--- config.mk ---
export PLATFORM = sky130hd
export DESIGN_NAME = rc_pulse_width_decoder
export DESIGN_NICKNAME = d
export VERILOG_FILES = /design/src/sv/rpwd_pkg.sv /design/src/sv/rpwd_front.sv /design/src/sv/rpwd_queue.sv /design/src/sv/rpwd_back.sv /design/src/sv/rc_pulse_width_decoder.sv
export SDC_FILE = /design/constraint.sdc
export NUM_CORES = 1
export LEC_CHECK = 0
export BUFFER_PORTS_ARGS = -buffer_cell sky130_fd_sc_hd__buf_4
export CORE_MARGIN = 4
export CORE_UTILIZATION = 30
export CTS_BUF_LIST = sky130_fd_sc_hd__clkbuf_8 sky130_fd_sc_hd__clkbuf_16
export CTS_CLUSTER_DIAMETER = 50
export DETAILED_ROUTE_END_ITERATION = 6
export HOLD_SLACK_MARGIN = 0.12
export SLEW_MARGIN = 20
export SYNTH_ARGS = -nofsm -noshare
export SYNTH_HDL_FRONTEND = slang
export SYNTH_SLANG_ARGS = --single-unit
--- constraint.sdc ---
create_clock -name clk -period 7.6 [get_ports clk]
set_input_delay 0.38 -clock clk [delete_from_list [all_inputs] [get_ports clk]]
set_output_delay 0.38 -clock clk [all_outputs]
set_load 0.03 [all_outputs]
--- src/sv/rpwd_pkg.sv ---
// Shared widths, constants and the front-to-back operation record of the pulse width decoder.
package rpwd_pkg;

	localparam int CHAN_W  = 3;
	localparam int PULSE_W = 16;
	localparam int POS_W   = 8;
	localparam int AXIS_W  = 8;
	localparam int DZ_W    = 7;
	localparam int SPAN_W  = 10;   // clamped width minus 1000, 0..1000
	localparam int SCALED_W = 16;  // span * 51, at most 51000
	localparam int Z_W     = 13;   // scaled / 8, at most 6375
	localparam int PROD_W  = 27;   // z times reciprocal of 25
	localparam int QUOT_W  = 8;    // axis quotient, at most 254
	localparam int DIVD_W  = 15;   // (n +/- u) * 127, at most 32258
	localparam int TERM_W  = 8;    // n +/- u, at most 254

	localparam int QUEUE_DEPTH_DEF = 2;

	localparam logic [PULSE_W-1:0] LOST_LOW   = 16'd750;
	localparam logic [PULSE_W-1:0] LOST_HIGH  = 16'd2250;
	localparam logic [PULSE_W-1:0] CLAMP_LOW  = 16'd1000;
	localparam logic [PULSE_W-1:0] CLAMP_HIGH = 16'd2000;
	localparam logic [SCALED_W-1:0] SPAN_MUL  = 16'd51;      // 255/1000 = 51/200
	localparam logic [PROD_W-1:0]  RECIP_25   = 27'd10486;   // ceil(2^18 / 25)
	localparam int                 RECIP_SHIFT = 18;
	localparam logic [POS_W-1:0]   POS_CENTRE = 8'd127;
	localparam logic [POS_W-1:0]   POS_MAX    = 8'd255;
	localparam logic [DZ_W-1:0]    MAG_MAX    = 7'd127;

	// One classified item handed from the front to the divider.
	typedef struct packed {
		logic [CHAN_W-1:0] channel;
		logic [POS_W-1:0]  position;
		logic              signal_lost;
		logic              in_dead;     // axis forced to zero
		logic [DIVD_W-1:0] dividend;
		logic [DZ_W-1:0]   divisor;     // n = 127 - dead_zone
	} rpwd_op_t;

endpackage

--- src/sv/rpwd_front.sv ---
// Front: accepts pulse beats, maps width to position and prepares the axis division.
module rpwd_front
	import rpwd_pkg::*;
(
	input  logic                clk,
	input  logic                arst_n,
	input  logic [DZ_W-1:0]     dead_zone,
	input  logic                in_valid,
	output logic                in_ready,
	input  logic [CHAN_W-1:0]   channel,
	input  logic [PULSE_W-1:0]  pulse_us,
	output logic                out_valid,
	input  logic                out_ready,
	output rpwd_op_t            out_op
);

	logic                 lost_w;
	logic [PULSE_W-1:0]   clamp_w;
	logic [SPAN_W-1:0]    span_w;
	logic [SCALED_W-1:0]  scaled_w;

	logic                 v_s1;
	logic [CHAN_W-1:0]    ch_s1;
	logic                 lost_s1;
	logic [Z_W-1:0]       z_s1;

	logic [PROD_W-1:0]    prod_w;
	logic [POS_W-1:0]     pos_w;

	logic                 v_s2;
	logic [CHAN_W-1:0]    ch_s2;
	logic                 lost_s2;
	logic [POS_W-1:0]     pos_s2;

	logic                 rdy_s1;
	logic                 rdy_s2;

	logic                 neg_w;
	logic [DZ_W-1:0]      mag_w;
	logic [DZ_W-1:0]      n_w;
	logic [DZ_W-1:0]      u_w;
	logic [TERM_W-1:0]    term_w;

	// stall chain
	assign rdy_s2   = !v_s2 || out_ready;
	assign rdy_s1   = !v_s1 || rdy_s2;
	assign in_ready = rdy_s1;

	// loss check, clamp and scale by 51 (255/1000 = 51/200)
	always_comb begin
		lost_w = (pulse_us < LOST_LOW) || (pulse_us > LOST_HIGH);
		priority if (pulse_us < CLAMP_LOW) begin
			clamp_w = CLAMP_LOW;
		end else if (pulse_us > CLAMP_HIGH) begin
			clamp_w = CLAMP_HIGH;
		end else begin
			clamp_w = pulse_us;
		end
		span_w   = SPAN_W'(clamp_w - CLAMP_LOW);
		scaled_w = SCALED_W'({{(SCALED_W-SPAN_W){1'b0}}, span_w} * SPAN_MUL);
	end

	always_ff @(posedge clk or negedge arst_n) begin
		if (!arst_n) begin
			v_s1 <= 1'b0;
		end else if (rdy_s1) begin
			v_s1 <= in_valid;
		end
	end

	always_ff @(posedge clk) begin
		if (rdy_s1 && in_valid) begin
			ch_s1   <= channel;
			lost_s1 <= lost_w;
			z_s1    <= scaled_w[SCALED_W-1:3];
		end
	end

	// divide by 25 through reciprocal multiply
	assign prod_w = {{(PROD_W-Z_W){1'b0}}, z_s1} * RECIP_25;
	assign pos_w  = lost_s1 ? POS_CENTRE : prod_w[RECIP_SHIFT+POS_W-1:RECIP_SHIFT];

	always_ff @(posedge clk or negedge arst_n) begin
		if (!arst_n) begin
			v_s2 <= 1'b0;
		end else if (rdy_s2) begin
			v_s2 <= v_s1;
		end
	end

	always_ff @(posedge clk) begin
		if (rdy_s2 && v_s1) begin
			ch_s2   <= ch_s1;
			lost_s2 <= lost_s1;
			pos_s2  <= pos_w;
		end
	end

	// centre, saturate, deadband and build (n +/- u) * 127 over n
	always_comb begin
		neg_w = pos_s2 < POS_CENTRE;
		priority if (neg_w) begin
			mag_w = DZ_W'(POS_CENTRE - pos_s2);
		end else if (pos_s2 == POS_MAX) begin
			mag_w = MAG_MAX;
		end else begin
			mag_w = DZ_W'(pos_s2 - POS_CENTRE);
		end
		n_w    = MAG_MAX - dead_zone;
		u_w    = mag_w - dead_zone;
		term_w = neg_w ? ({1'b0, n_w} - {1'b0, u_w}) : ({1'b0, n_w} + {1'b0, u_w});

		out_op.channel     = ch_s2;
		out_op.position    = pos_s2;
		out_op.signal_lost = lost_s2;
		out_op.in_dead     = mag_w <= dead_zone;
		out_op.dividend    = {term_w, 7'b0} - {7'b0, term_w};
		out_op.divisor     = n_w;
	end

	assign out_valid = v_s2;

endmodule

--- src/sv/rpwd_queue.sv ---
// Short queue of classified operations between front and divider.
module rpwd_queue
	import rpwd_pkg::*;
#(
	parameter int DEPTH = QUEUE_DEPTH_DEF
)
(
	input  logic      clk,
	input  logic      arst_n,
	input  logic      in_valid,
	output logic      in_ready,
	input  rpwd_op_t  in_op,
	output logic      out_valid,
	input  logic      out_ready,
	output rpwd_op_t  out_op
);

	localparam int PTR_W = (DEPTH > 1) ? $clog2(DEPTH) : 1;
	localparam int CNT_W = $clog2(DEPTH + 1);

	rpwd_op_t           slot_q [DEPTH];
	logic [PTR_W-1:0]   wr_ptr_q;
	logic [PTR_W-1:0]   rd_ptr_q;
	logic [CNT_W-1:0]   count_q;
	logic               push;
	logic               pop;

	assign in_ready  = count_q != CNT_W'(DEPTH);
	assign out_valid = count_q != '0;
	assign push      = in_valid && in_ready;
	assign pop       = out_valid && out_ready;
	assign out_op    = slot_q[rd_ptr_q];

	// pointers and fill count
	always_ff @(posedge clk or negedge arst_n) begin
		if (!arst_n) begin
			wr_ptr_q <= '0;
			rd_ptr_q <= '0;
			count_q  <= '0;
		end else begin
			if (push) begin
				wr_ptr_q <= (wr_ptr_q == PTR_W'(DEPTH - 1)) ? '0 : wr_ptr_q + 1'b1;
			end
			if (pop) begin
				rd_ptr_q <= (rd_ptr_q == PTR_W'(DEPTH - 1)) ? '0 : rd_ptr_q + 1'b1;
			end
			if (push && !pop) begin
				count_q <= count_q + 1'b1;
			end else if (pop && !push) begin
				count_q <= count_q - 1'b1;
			end
		end
	end

	always_ff @(posedge clk) begin
		if (push) begin
			slot_q[wr_ptr_q] <= in_op;
		end
	end

endmodule

--- src/sv/rpwd_back.sv ---
// Back: pipelined restoring divider, one quotient bit per stage, plus output register.
module rpwd_back
	import rpwd_pkg::*;
(
	input  logic                clk,
	input  logic                arst_n,
	input  logic                in_valid,
	output logic                in_ready,
	input  rpwd_op_t            in_op,
	output logic                out_valid,
	input  logic                out_ready,
	output logic [CHAN_W-1:0]   channel_out,
	output logic [POS_W-1:0]    position,
	output logic [AXIS_W-1:0]   axis,
	output logic                signal_lost
);

	localparam int STEPS = QUOT_W;

	logic                 stage_v_s   [STEPS];
	rpwd_op_t             stage_op_s  [STEPS];
	logic [DIVD_W-1:0]    stage_rem_s [STEPS];
	logic [QUOT_W-1:0]    stage_quo_s [STEPS];
	logic                 stage_rdy   [STEPS+1];

	logic                 out_v_q;
	logic [CHAN_W-1:0]    chan_q;
	logic [POS_W-1:0]     pos_q;
	logic [AXIS_W-1:0]    axis_q;
	logic                 lost_q;
	logic [AXIS_W-1:0]    axis_w;

	assign stage_rdy[STEPS] = !out_v_q || out_ready;
	assign in_ready         = stage_rdy[0];

	for (genvar k = 0; k < STEPS; k++) begin : g_step
		logic              v_in;
		rpwd_op_t          op_in;
		logic [DIVD_W-1:0] rem_in;
		logic [QUOT_W-1:0] quo_in;
		logic [DIVD_W-1:0] sub_w;
		logic              take_w;

		if (k == 0) begin : g_head
			assign v_in   = in_valid;
			assign op_in  = in_op;
			assign rem_in = in_op.dividend;
			assign quo_in = '0;
		end else begin : g_link
			assign v_in   = stage_v_s[k-1];
			assign op_in  = stage_op_s[k-1];
			assign rem_in = stage_rem_s[k-1];
			assign quo_in = stage_quo_s[k-1];
		end

		assign stage_rdy[k] = !stage_v_s[k] || stage_rdy[k+1];

		// trial subtract of divisor aligned to this quotient bit
		assign sub_w  = {{(DIVD_W-DZ_W){1'b0}}, op_in.divisor} << (STEPS - 1 - k);
		assign take_w = rem_in >= sub_w;

		always_ff @(posedge clk or negedge arst_n) begin
			if (!arst_n) begin
				stage_v_s[k] <= 1'b0;
			end else if (stage_rdy[k]) begin
				stage_v_s[k] <= v_in;
			end
		end

		always_ff @(posedge clk) begin
			if (stage_rdy[k] && v_in) begin
				stage_op_s[k]  <= op_in;
				stage_rem_s[k] <= take_w ? (rem_in - sub_w) : rem_in;
				stage_quo_s[k] <= quo_in | (QUOT_W'(take_w) << (STEPS - 1 - k));
			end
		end
	end

	// quotient minus 127 gives the signed axis
	assign axis_w = stage_op_s[STEPS-1].in_dead ? '0 : (stage_quo_s[STEPS-1] - POS_CENTRE);

	always_ff @(posedge clk or negedge arst_n) begin
		if (!arst_n) begin
			out_v_q <= 1'b0;
		end else if (stage_rdy[STEPS]) begin
			out_v_q <= stage_v_s[STEPS-1];
		end
	end

	always_ff @(posedge clk) begin
		if (stage_rdy[STEPS] && stage_v_s[STEPS-1]) begin
			chan_q <= stage_op_s[STEPS-1].channel;
			pos_q  <= stage_op_s[STEPS-1].position;
			lost_q <= stage_op_s[STEPS-1].signal_lost;
			axis_q <= axis_w;
		end
	end

	assign out_valid   = out_v_q;
	assign channel_out = chan_q;
	assign position    = pos_q;
	assign axis        = axis_q;
	assign signal_lost = lost_q;

endmodule

--- src/sv/rc_pulse_width_decoder.sv ---
// Top level of the radio-control pulse width decoder.
// Takes one measured pulse width per beat and returns one result beat: position 0..255
// (127 with the loss flag when the width is outside 750..2250 us) and a signed stick axis
// with deadband rescale. One beat is accepted per clock when the output is drained. A beat
// passes two front stages (clamp and scale, reciprocal multiply), the operation queue,
// eight divider stages (one quotient bit each, dividing by 127 - dead_zone) and the output
// register. The queue lets the front keep accepting for a few beats while the output is
// stalled. dead_zone is written through cfg_we/cfg_wdata and should only change while no
// beat is in flight.
module rc_pulse_width_decoder
	import rpwd_pkg::*;
#(
	parameter int QUEUE_DEPTH = QUEUE_DEPTH_DEF
)
(
	input  logic                      clk,
	input  logic                      arst_n,
	input  logic                      cfg_we,
	input  logic [DZ_W-1:0]           cfg_wdata,   // dead_zone
	input  logic                      s_tvalid,
	output logic                      s_tready,
	input  logic [PULSE_W-1:0]        s_tdata,     // [15:0] pulse_us
	input  logic [CHAN_W-1:0]         s_tuser,     // [2:0] channel
	output logic                      m_tvalid,
	input  logic                      m_tready,
	output logic [POS_W+AXIS_W-1:0]   m_tdata,     // [7:0] position, [15:8] axis
	output logic [CHAN_W:0]           m_tuser      // [2:0] channel_out, [3] signal_lost
);

	logic [DZ_W-1:0]    dead_zone_q;
	logic               fq_valid;
	logic               fq_ready;
	rpwd_op_t           fq_op;
	logic               qb_valid;
	logic               qb_ready;
	rpwd_op_t           qb_op;
	logic [CHAN_W-1:0]  chan_out_w;
	logic [POS_W-1:0]   pos_w;
	logic [AXIS_W-1:0]  axis_w;
	logic               lost_w;

	// deadband register
	always_ff @(posedge clk or negedge arst_n) begin
		if (!arst_n) begin
			dead_zone_q <= '0;
		end else if (cfg_we) begin
			dead_zone_q <= cfg_wdata;
		end
	end

	rpwd_front u_front (
		.clk       (clk),
		.arst_n    (arst_n),
		.dead_zone (dead_zone_q),
		.in_valid  (s_tvalid),
		.in_ready  (s_tready),
		.channel   (s_tuser),
		.pulse_us  (s_tdata),
		.out_valid (fq_valid),
		.out_ready (fq_ready),
		.out_op    (fq_op)
	);

	rpwd_queue #(
		.DEPTH (QUEUE_DEPTH)
	) u_queue (
		.clk       (clk),
		.arst_n    (arst_n),
		.in_valid  (fq_valid),
		.in_ready  (fq_ready),
		.in_op     (fq_op),
		.out_valid (qb_valid),
		.out_ready (qb_ready),
		.out_op    (qb_op)
	);

	rpwd_back u_back (
		.clk         (clk),
		.arst_n      (arst_n),
		.in_valid    (qb_valid),
		.in_ready    (qb_ready),
		.in_op       (qb_op),
		.out_valid   (m_tvalid),
		.out_ready   (m_tready),
		.channel_out (chan_out_w),
		.position    (pos_w),
		.axis        (axis_w),
		.signal_lost (lost_w)
	);

	assign m_tdata = {axis_w, pos_w};
	assign m_tuser = {lost_w, chan_out_w};

	// a lost signal always reports centre position and zero axis
	a_lost_centre: assert property (@(posedge clk) disable iff (!arst_n)
		m_tvalid && m_tuser[CHAN_W] |-> m_tdata[POS_W-1:0] == POS_CENTRE
			&& m_tdata[POS_W+AXIS_W-1:POS_W] == '0)
		else $error("lost signal result not centred");

	// saturation keeps the axis off the most negative code
	a_axis_range: assert property (@(posedge clk) disable iff (!arst_n)
		m_tvalid |-> m_tdata[POS_W+AXIS_W-1:POS_W] != {1'b1, {(AXIS_W-1){1'b0}}})
		else $error("axis out of range");

	// full deadband flattens every axis
	a_full_dead: assert property (@(posedge clk) disable iff (!arst_n)
		m_tvalid && dead_zone_q == MAG_MAX |-> m_tdata[POS_W+AXIS_W-1:POS_W] == '0)
		else $error("axis not zero with full deadband");

endmodule
==> impl_metrics.toml, run 1 <==
[cells_and_area]
n_antenna_cell = 0
syn2layout_area_growth_pct = 15.3
drive_gt1_frac = 0.110
finalNetCount = 2209

[clock_tree]
root_buffer = "clkbuf_16"
clock-sinks = 435
tritoncts = "done"
cts.htree.levels = 2
cts.clk_slew.worst_paths_ns = 0.07
numCtsBuffers = 49
worstSkewPairLatency_ns = 0.59
ctsResizeCount = 0
cts.path.max_buffers = 3
cts_setup_buffers = 0

[yosys]
synth_seq_area_share = 0.558
synthTopCellsByArea = "edfxtp_1, ha_1, fa_1"
yosys_warnings = 0
yosysMostFrequentCell = "edfxtp_1"
synth.distinct_cells = 71
syn_area_um2 = 23200
synth_area_leader_cell = "edfxtp_1"
ys_top_cells_by_count = "edfxtp_1, inv_1, ha_1"
ys_ff_latch = 435
ys.flop_type = "edfxtp_1"
synth_edf_count = 413
synth_nets = 2090
avgSynthCellArea_um2 = 13.0
syn_inst = 1782
ys_async_sr_fraction = 0.0506
yosysTopAreaCellShare = 0.534

[die]
core_area_um2 = 76300
dieWidth_um = 286
core.rowCount = 101
io_pins = 53
die_h_um = 286
die_area_um2 = 81900
start_util = 0.304

[worst_setup_path]
rrSetupSlack_ns = 1.16
worstSetupPathType = "reg2reg"
crit_path_end_kind = "flop"
r2r-end = "u_queue.slot_q[1][15]"
critPathLaunchType = "flop"
critPathArrivalTime_ns = 6.77
worst-path-max-fanout = 8
r2r_start = "u_front.pos_s2[1]"
r2r_cells = 26
cp.required_ns = 7.93

[detailed_routing]
vias_per_cell = 4.42
drt-initial-drc-count = 569
drc = 0
wl_per_cell_um = 13.2
ant_nets = 0
dr_total_vias = 13100
totalWireLength_mm = 39.2
drtPass1Iterations = 5

[timing]
fmax_mhz = 155
final_max_slew_viol_count = 0
min_period_ns = 6.44
tightest_slew_ns = 0.984
hold-worst-slack_ns = 0.171
clock_skew_ns = 0.0334
finalCritPeriodShare = 0.848
hold_viol = 0
rsz0062_at_grt = "no"
finalSetupViolCount = 0
relSlewSlack = 0.343
finalSetupTns_ns = 0

[place]
portBuffers = 52
gp_congestion = 0.866
hpwl_mm = 30.2

[hold_path]
whs_path_depth = 4
worstHoldStart = "m_tready"
hold_end = "u_back.stage_v_s[0]"
hold_class = "in2reg"

[global_route]
overflow = 0
grt_usage = 0.0969
grt_max_degree = 43
grt_pass1_vias = 13400
grt_pass1_wl_mm = 66.0
antenna_found_initial = 1

[run_status]
outcome = "finished, final reports clean"

[flow_run]
maxCapViolCount = 0
[how the worst max path moves through the flow]
stage	startpoint	end	slack [ns]	depth (start not counted)
after floorplan	u_front.pos_s2[0]	u_queue.slot_q[0][15]	2.02	27
after global placement	u_front.pos_s2[0]	u_queue.slot_q[0][15]	1.45	26
after detailed placement	u_front.pos_s2[0]	u_queue.slot_q[0][15]	1.25	26
after CTS	u_front.pos_s2[1]	u_queue.slot_q[1][15]	1.18	26
after global routing	u_front.pos_s2[1]	u_queue.slot_q[1][15]	0.59	26
final	u_front.pos_s2[1]	u_queue.slot_q[1][15]	1.16	26
[repair_timing]
action                                  CTS  global route
endpoints found under the setup margin    0             0
hold endpoints to repair                 33             0
hold buffers                             25             0
[flip-flops by register name, summed over array words and instances (netlist names), 7 cells and up]
signal,count
u_front.pos_s2,8
u_front.z_s1,13
u_queue.slot_q,70
u_back.stage_rem_s,77
u_back.axis,8
u_back.stage_quo_s,36
u_back.stage_op_s,181
dead_zone_q,7
u_back.position,8
u_back.g_step.v_in,7
[final cells by class]
| class | instances | area [µm²] |
|---|---|---|
| well taps | 1030 | 1290 |
| multi-input cells | 1073 | 9240 |
| flip-flops and latches | 435 | 13000 |
| clock inverters | 38 | 317 |
| clock buffers | 54 | 1290 |
| repair buffers | 84 | 693 |
| inverters | 258 | 968 |
| fillers | 7409 | 49600 |
[worst max-delay path: stages, from the launching register on]
cell and delay, ns:
edfxtp_1 0.46, ha_1 0.25, and3_1 0.22, and3_1 0.25
nor2_1 0.44, nor2_1 0.12, xor2_1 0.15, nand2_1 0.09
ha_1 0.23, or2_1 0.26, o22ai_1 0.25, mux2i_1 0.32
a21oi_1 0.13, xnor2_1 0.16, ha_1 0.33, o21a_1 0.14
a21oi_1 0.27, o21a_1 0.19, and3_1 0.20, nor2_1 0.08
ha_1 0.31, inv_1 0.06, a211oi_1 0.29, nor4b_1 0.57
a41o_1 0.19, nor3b_2 0.06, xnor2_1 0.14
[kinds of logic (layout without fill, tap and decap cells)]
logic type                 after synthesis  after routing  share of synthesized area
and+or+nand+nor                        388            388                     0.0870
xor gates and xnor gates                95             95                     0.0362
AOI/OAI and AO/OA                      239            239                     0.0651
DFF                                    435            435                      0.558
muxes                                   74             74                     0.0348
adders and majority gates              277            277                      0.174
buffers and inverters                  274            434                     0.0446
[cells in the final DEF (no fill, tap or decap), types with 21 or more instances in the layout]
cell type,n
ha_1,200
fa_1,77
dfrtp_1,22
nor2b_1,21
mux2i_1,24
edfxtp_1,413
dlygate4sd3_1,25
inv_1,268
nor3_1,23
nand2b_1,24
a21oi_1,60
nand2_1,70
clkbuf_16,49
buf_4,59
o21ai_0,64
xor2_1,32
nor2_1,100
mux2_2,49
xnor2_1,62
nand3_1,28
[stage by stage]
step	setup slack, ns	cells	instance area (µm²)	util
floorplan	2.02	1782	23200	-
global placement	1.45	2855	24900	0.326
detailed placement	1.25	2855	24900	0.326
CTS	1.18	2972	26800	0.351
global route	0.594	2972	26800	0.351
finish	1.16	2972	26800	0.351
[metal layers]
metal | up-vias | wire [µm] | track usage
met5 | - | 0 | 0
met4 | 0 | 1050 | 0.0334
met3 | 69 | 1650 | 0.0187
met2 | 186 | 17900 | 0.155
met1 | 6296 | 18600 | 0.132
li1 | 6596 | - | -
Power of run 1 is left out: the tool's default activity adds up to more than one toggle a clock period on the data nets, which glitch-free logic cannot reach.
==> run 2, diff against run 1 <==
==> constraint.sdc (replaced) <==
create_clock -name clk -period 5.87 [get_ports clk]
set_input_delay 0.2935 -clock clk [delete_from_list [all_inputs] [get_ports clk]]
set_output_delay 0.2935 -clock clk [all_outputs]
set_load 0.03 [all_outputs]
==> impl_metrics.toml, run 2 (synthesis results as in run 1) <==
[cells_and_area]
n_antenna_cell = 0
largest-register = "u_back.stage_op_s"
final_cells = 2988
reg.largest.list = "u_back.stage_op_s (181), u_back.stage_rem_s (77), u_queue.slot_q (70)"
final_util = 0.353
largest_reg_flops = 181
drive_gt1_frac = 0.121
final_cell_mix = "edfxtp_1, inv_1, ha_1"
layout_commonest_cell = "edfxtp_1"
syn2layout_area_growth_pct = 16.2
finalNetCount = 2226

[run_status]
outcome = "finished, final reports clean"

[global_route]
overflow = 0
grt_pass1_vias = 13500
grt_pass1_wl_mm = 65.9
grt_usage = 0.0965
antenna_found_initial = 0
grt_max_degree = 43

[worst_setup_path]
worstSetupPathType = "reg2reg"
cp.required_ns = 6.18
worst-path-max-fanout = 8
setup.worst_path.start = "u_front.pos_s2[1]"
crit_path_end_kind = "flop"
r2r_start = "u_front.pos_s2[1]"
critPathLaunchType = "flop"
critPathArrivalTime_ns = 5.94

[die]
io_pins = 53
dieWidth_um = 286
start_util = 0.304
die_area_um2 = 81900
core.rowCount = 101
die_h_um = 286
core_area_um2 = 76300

[detailed_routing]
ant_nets = 0
drtPass1Iterations = 4
vias_per_cell = 4.43
drt-initial-drc-count = 635
drc = 0
wl_per_cell_um = 13.2
totalWireLength_mm = 39.4
dr_total_vias = 13200

[timing]
hold_viol = 0
tightest_slew_ns = 1.00
min_period_ns = 5.63
clock_skew_ns = 0.0232
fmax_mhz = 178
final_max_slew_viol_count = 0
relSlewSlack = 0.332
finalSetupViolCount = 0
finalCritPeriodShare = 0.960

[clock_tree]
cts.htree.levels = 2
tritoncts = "done"
clock-sinks = 435
root_buffer = "clkbuf_16"
worstSkewPairLatency_ns = 0.57
cts.path.max_buffers = 3
numCtsBuffers = 48
cts.clk_slew.worst_paths_ns = 0.06

[hold_path]
hold_class = "in2async"

[place]
hpwl_mm = 30.4
place_inst = 2862
gp_congestion = 0.841
portBuffers = 52

[flow_run]
maxCapViolCount = 0
run 2: cell types whose count changed in the layout (fill, tap and decap cells not counted), sizes merged:
| cell | change |
|---|---|
| buf | +15 |
| inv | +6 |
| clkbuf | -4 |
| bufinv | +5 |
| clkinvlp | -2 |
| clkinv | -7 |
| dlygate4sd3 | +3 |
run 2: cell type report:
class                      count  area, µm²
fill                        7443      49400
tap                         1030       1290
clock inverter                40        383
clock buffer                  50       1240
multi-input combinational   1073       9300
timing repair buffer         102        836
inverter                     258        968
sequential                   435      13000
run 2: path summary, 6_finish.rpt:
| check | endpoint | slack (ns) | cells after the start |
|---|---|---|---|
| setup / recovery | u_queue.slot_q[1][15] | 0.24 | 26 |
| hold / removal | dead_zone_q[1] | 0.18 | 2 |
| setup reg to reg | u_queue.slot_q[1][15] | 0.24 | 26 |
| hold reg to reg | u_back.stage_quo_s[1][6] | 0.41 | 0 |
| max in group asynchronous | u_back.out_valid | 5.39 | 2 |
| min in group clk | u_front.lost_s1 | 0.19 | 3 |
run 2: metrics by stage:
stage	TNS (ns)	hold slack, ns	instance area (µm²)	setup slack [ns]
final	0	0.178	27000	0.237
after global routing	-0.110	0.178	27000	-0.0552
after CTS	0	0.147	26900	0.0418
after detailed placement	-0.0374	0.232	24900	-0.0187
after global placement	0	0.228	24900	0.133
after floorplan	0	-0.00209	23200	0.290
run 2: metal layers:
layer / share of wire / GRT usage / vias up
met5: 0 / 0 / -
met4: 0.031 / 0.0371 / 0
met3: 0.040 / 0.0194 / 83
met2: 0.46 / 0.155 / 194
met1: 0.47 / 0.129 / 6325
li1: - / - / 6644
run 2: timing repair:
action / in CTS / in global routing
pin swaps: 1 / 3
endpoints found under the hold margin: 37 / 0
setup buffers: 1 / 7
resized for setup: 3 / 16
setup endpoints to repair: 2 / 8
hold buffers: 28 / 0
run 2: critical path, stage by stage, from the launching register on:
cell,delay [ns]
edfxtp_1,0.42
ha_2,0.23
and3_1,0.24
and3_4,0.27
nand2_1,0.10
and2_1,0.21
ha_1,0.21
fa_2,0.37
xor2_1,0.24
nand4b_1,0.13
mux2i_1,0.24
a21oi_1,0.13
xnor2_1,0.17
ha_1,0.35
o21a_1,0.15
a21oi_2,0.17
o21a_1,0.20
and3_4,0.21
nor2_2,0.05
ha_1,0.29
inv_1,0.11
a211oi_2,0.05
nor4b_2,0.16
buf_4,0.16
a41o_1,0.21
nor3b_2,0.20
xnor2_1,0.10
Power of run 2 is left out for the same reason.
==> run 3, diff against run 2 <==
--- a/config.mk
+++ b/config.mk
@@ -7,11 +7,12 @@
 export LEC_CHECK = 0
 export BUFFER_PORTS_ARGS = -buffer_cell sky130_fd_sc_hd__buf_4
 export CORE_MARGIN = 4
-export CORE_UTILIZATION = 30
+export CORE_UTILIZATION = 57
 export CTS_BUF_LIST = sky130_fd_sc_hd__clkbuf_8 sky130_fd_sc_hd__clkbuf_16
 export CTS_CLUSTER_DIAMETER = 50
 export DETAILED_ROUTE_END_ITERATION = 6
 export HOLD_SLACK_MARGIN = 0.12
+export PLACE_DENSITY = 0.77
 export SLEW_MARGIN = 20
 export SYNTH_ARGS = -nofsm -noshare
 export SYNTH_HDL_FRONTEND = slang
==> impl_metrics.toml, run 3 (synthesis results as in run 1) <==
[run_status]
outcome = "finished, final reports clean"

[place]
placed_area_um2 = 24300
hpwl_mm = 29.3
gp_congestion = 0.889
portBuffers = 52

[flow_run]
maxCapViolCount = 0

[cells_and_area]
finalNetCount = 2221
largest_reg_flops = 181
syn2layout_area_growth_pct = 12.8
layout_commonest_cell = "edfxtp_1"
drive_gt1_frac = 0.119
fill_cells = 2800
n_antenna_cell = 0
final_cell_mix = "edfxtp_1, inv_1, ha_1"
largest-register = "u_back.stage_op_s"
fin_area_um2 = 26200
reg.largest.list = "u_back.stage_op_s (181), u_back.stage_rem_s (77), u_queue.slot_q (70)"

[worst_setup_path]
critPathArrivalTime_ns = 5.91
crit_path_end_kind = "flop"
worstSetupPathType = "reg2reg"
rrSetupSlack_ns = 0.25
worst-path-max-fanout = 8
cp.required_ns = 6.16
critPathLaunchType = "flop"

[clock_tree]
tritoncts = "done"
cts.path.max_buffers = 3
cts.clk_slew.worst_paths_ns = 0.06
worstSkewPairLatency_ns = 0.57
clock-sinks = 435
numCtsBuffers = 45
root_buffer = "clkbuf_16"
cts.htree.levels = 2

[timing]
finalSetupTns_ns = 0
finalCritPeriodShare = 0.957
final_max_slew_viol_count = 0
clock_skew_ns = 0.0335
fmax_mhz = 178
min_period_ns = 5.62
finalSetupViolCount = 0
hold_viol = 0
relSlewSlack = 0.323
tightest_slew_ns = 1.01

[detailed_routing]
wl_per_cell_um = 16.4
dr_total_vias = 13600
drtPass1Iterations = 7
drt-initial-drc-count = 775
vias_per_cell = 5.50
ant_nets = 0
totalWireLength_mm = 40.5
drc = 0

[global_route]
antenna_found_initial = 0
grt_pass1_wl_mm = 68.2
grt_usage = 0.186
grt_max_degree = 43
overflow = 0
grt_pass1_vias = 14300

[die]
dieWidth_um = 210
die_area_um2 = 44000
core_area_um2 = 40000
die_h_um = 210
io_pins = 53
core.rowCount = 73
start_util = 0.580

[hold_path]
hold_class = "in2async"
## run 3: cell types whose count changed in the layout (fill, tap and decap cells not counted), moves of 2 or more
| cell | previous run | this run |
|---|---|---|
| bufinv_16 | 6 | 3 |
| clkinvlp_4 | 1 | 5 |
| inv_8 | 2 | 0 |
| inv_6 | 7 | 3 |
| clkbuf_16 | 49 | 45 |
| inv_1 | 270 | 266 |
| clkinv_1 | 6 | 9 |
## run 3: area by class of cell
class / count / area (µm²) / area share
multi-input combinational: 1073 / 9320 / 0.356
tap: 525 / 657 / 0.0251
clock buffer: 47 / 1150 / 0.0441
timing repair buffer: 100 / 818 / 0.0313
clock inverter: 36 / 300 / 0.0115
sequential: 435 / 13000 / 0.495
inverter: 258 / 968 / 0.0370
## run 3: stage by stage
stage / cells / utilization / setup slack (ns) / hold WS, ns
floorplan: 1782 / - / 0.290 / -0.00209
global placement: 2355 / 0.607 / 0.168 / 0.219
detailed placement: 2355 / 0.607 / 0.0415 / 0.232
CTS: 2466 / 0.651 / 0.00451 / 0.177
global route: 2474 / 0.654 / -0.0534 / 0.242
finish: 2474 / 0.654 / 0.253 / 0.228
## run 3: final timing paths
path / from / end / cells after the start
max in group asynchronous: arst_n / u_queue.rd_ptr_q / 2
worst min register to register: u_back.stage_op_s[0][22] / u_back.stage_op_s[0][57] / 0
worst max register to register: u_front.pos_s2[1] / u_queue.slot_q[1][15] / 25
worst max-delay path: u_front.pos_s2[1] / u_queue.slot_q[1][15] / 25
worst min-delay path: arst_n / u_front.out_valid / 2
min in group clk: s_tdata[11] / u_front.lost_s1 / 3
## run 3: critical path: stages, from the launching register on
cell and delay [ns]:
edfxtp_1 0.43, ha_1 0.23, and3_1 0.23, and3_4 0.26, nand2_1 0.10, and2_1 0.19
ha_1 0.20, fa_2 0.60, ha_1 0.25, nor2_1 0.13, a21oi_2 0.06, ha_1 0.31
a211oi_2 0.24, o21ai_1 0.14, a21oi_2 0.17, o21a_1 0.23, and3_4 0.23, nor2_2 0.06
ha_1 0.28, inv_1 0.10, a211oi_2 0.06, nor4b_2 0.16, buf_4 0.17, a41o_1 0.21
nor3b_2 0.21, xnor2_1 0.10
## run 3: repair_timing
item	4_1_cts	5_1_grt
endpoints found under the hold margin	36	0
setup endpoints to repair	2	8
pin swaps	1	4
hold buffers	27	0
setup buffers	1	8
resized for setup	1	19
## run 3: metal layers
layer  wire, µm  vias to the layer above  global-route usage
li1           -                     6622                   -
met1      16900                     6584               0.236
met2      20600                      322               0.332
met3       1990                       78              0.0321
met4        990                        0              0.0540
met5          0                        -                   0
Power of run 3 is left out for the same reason.
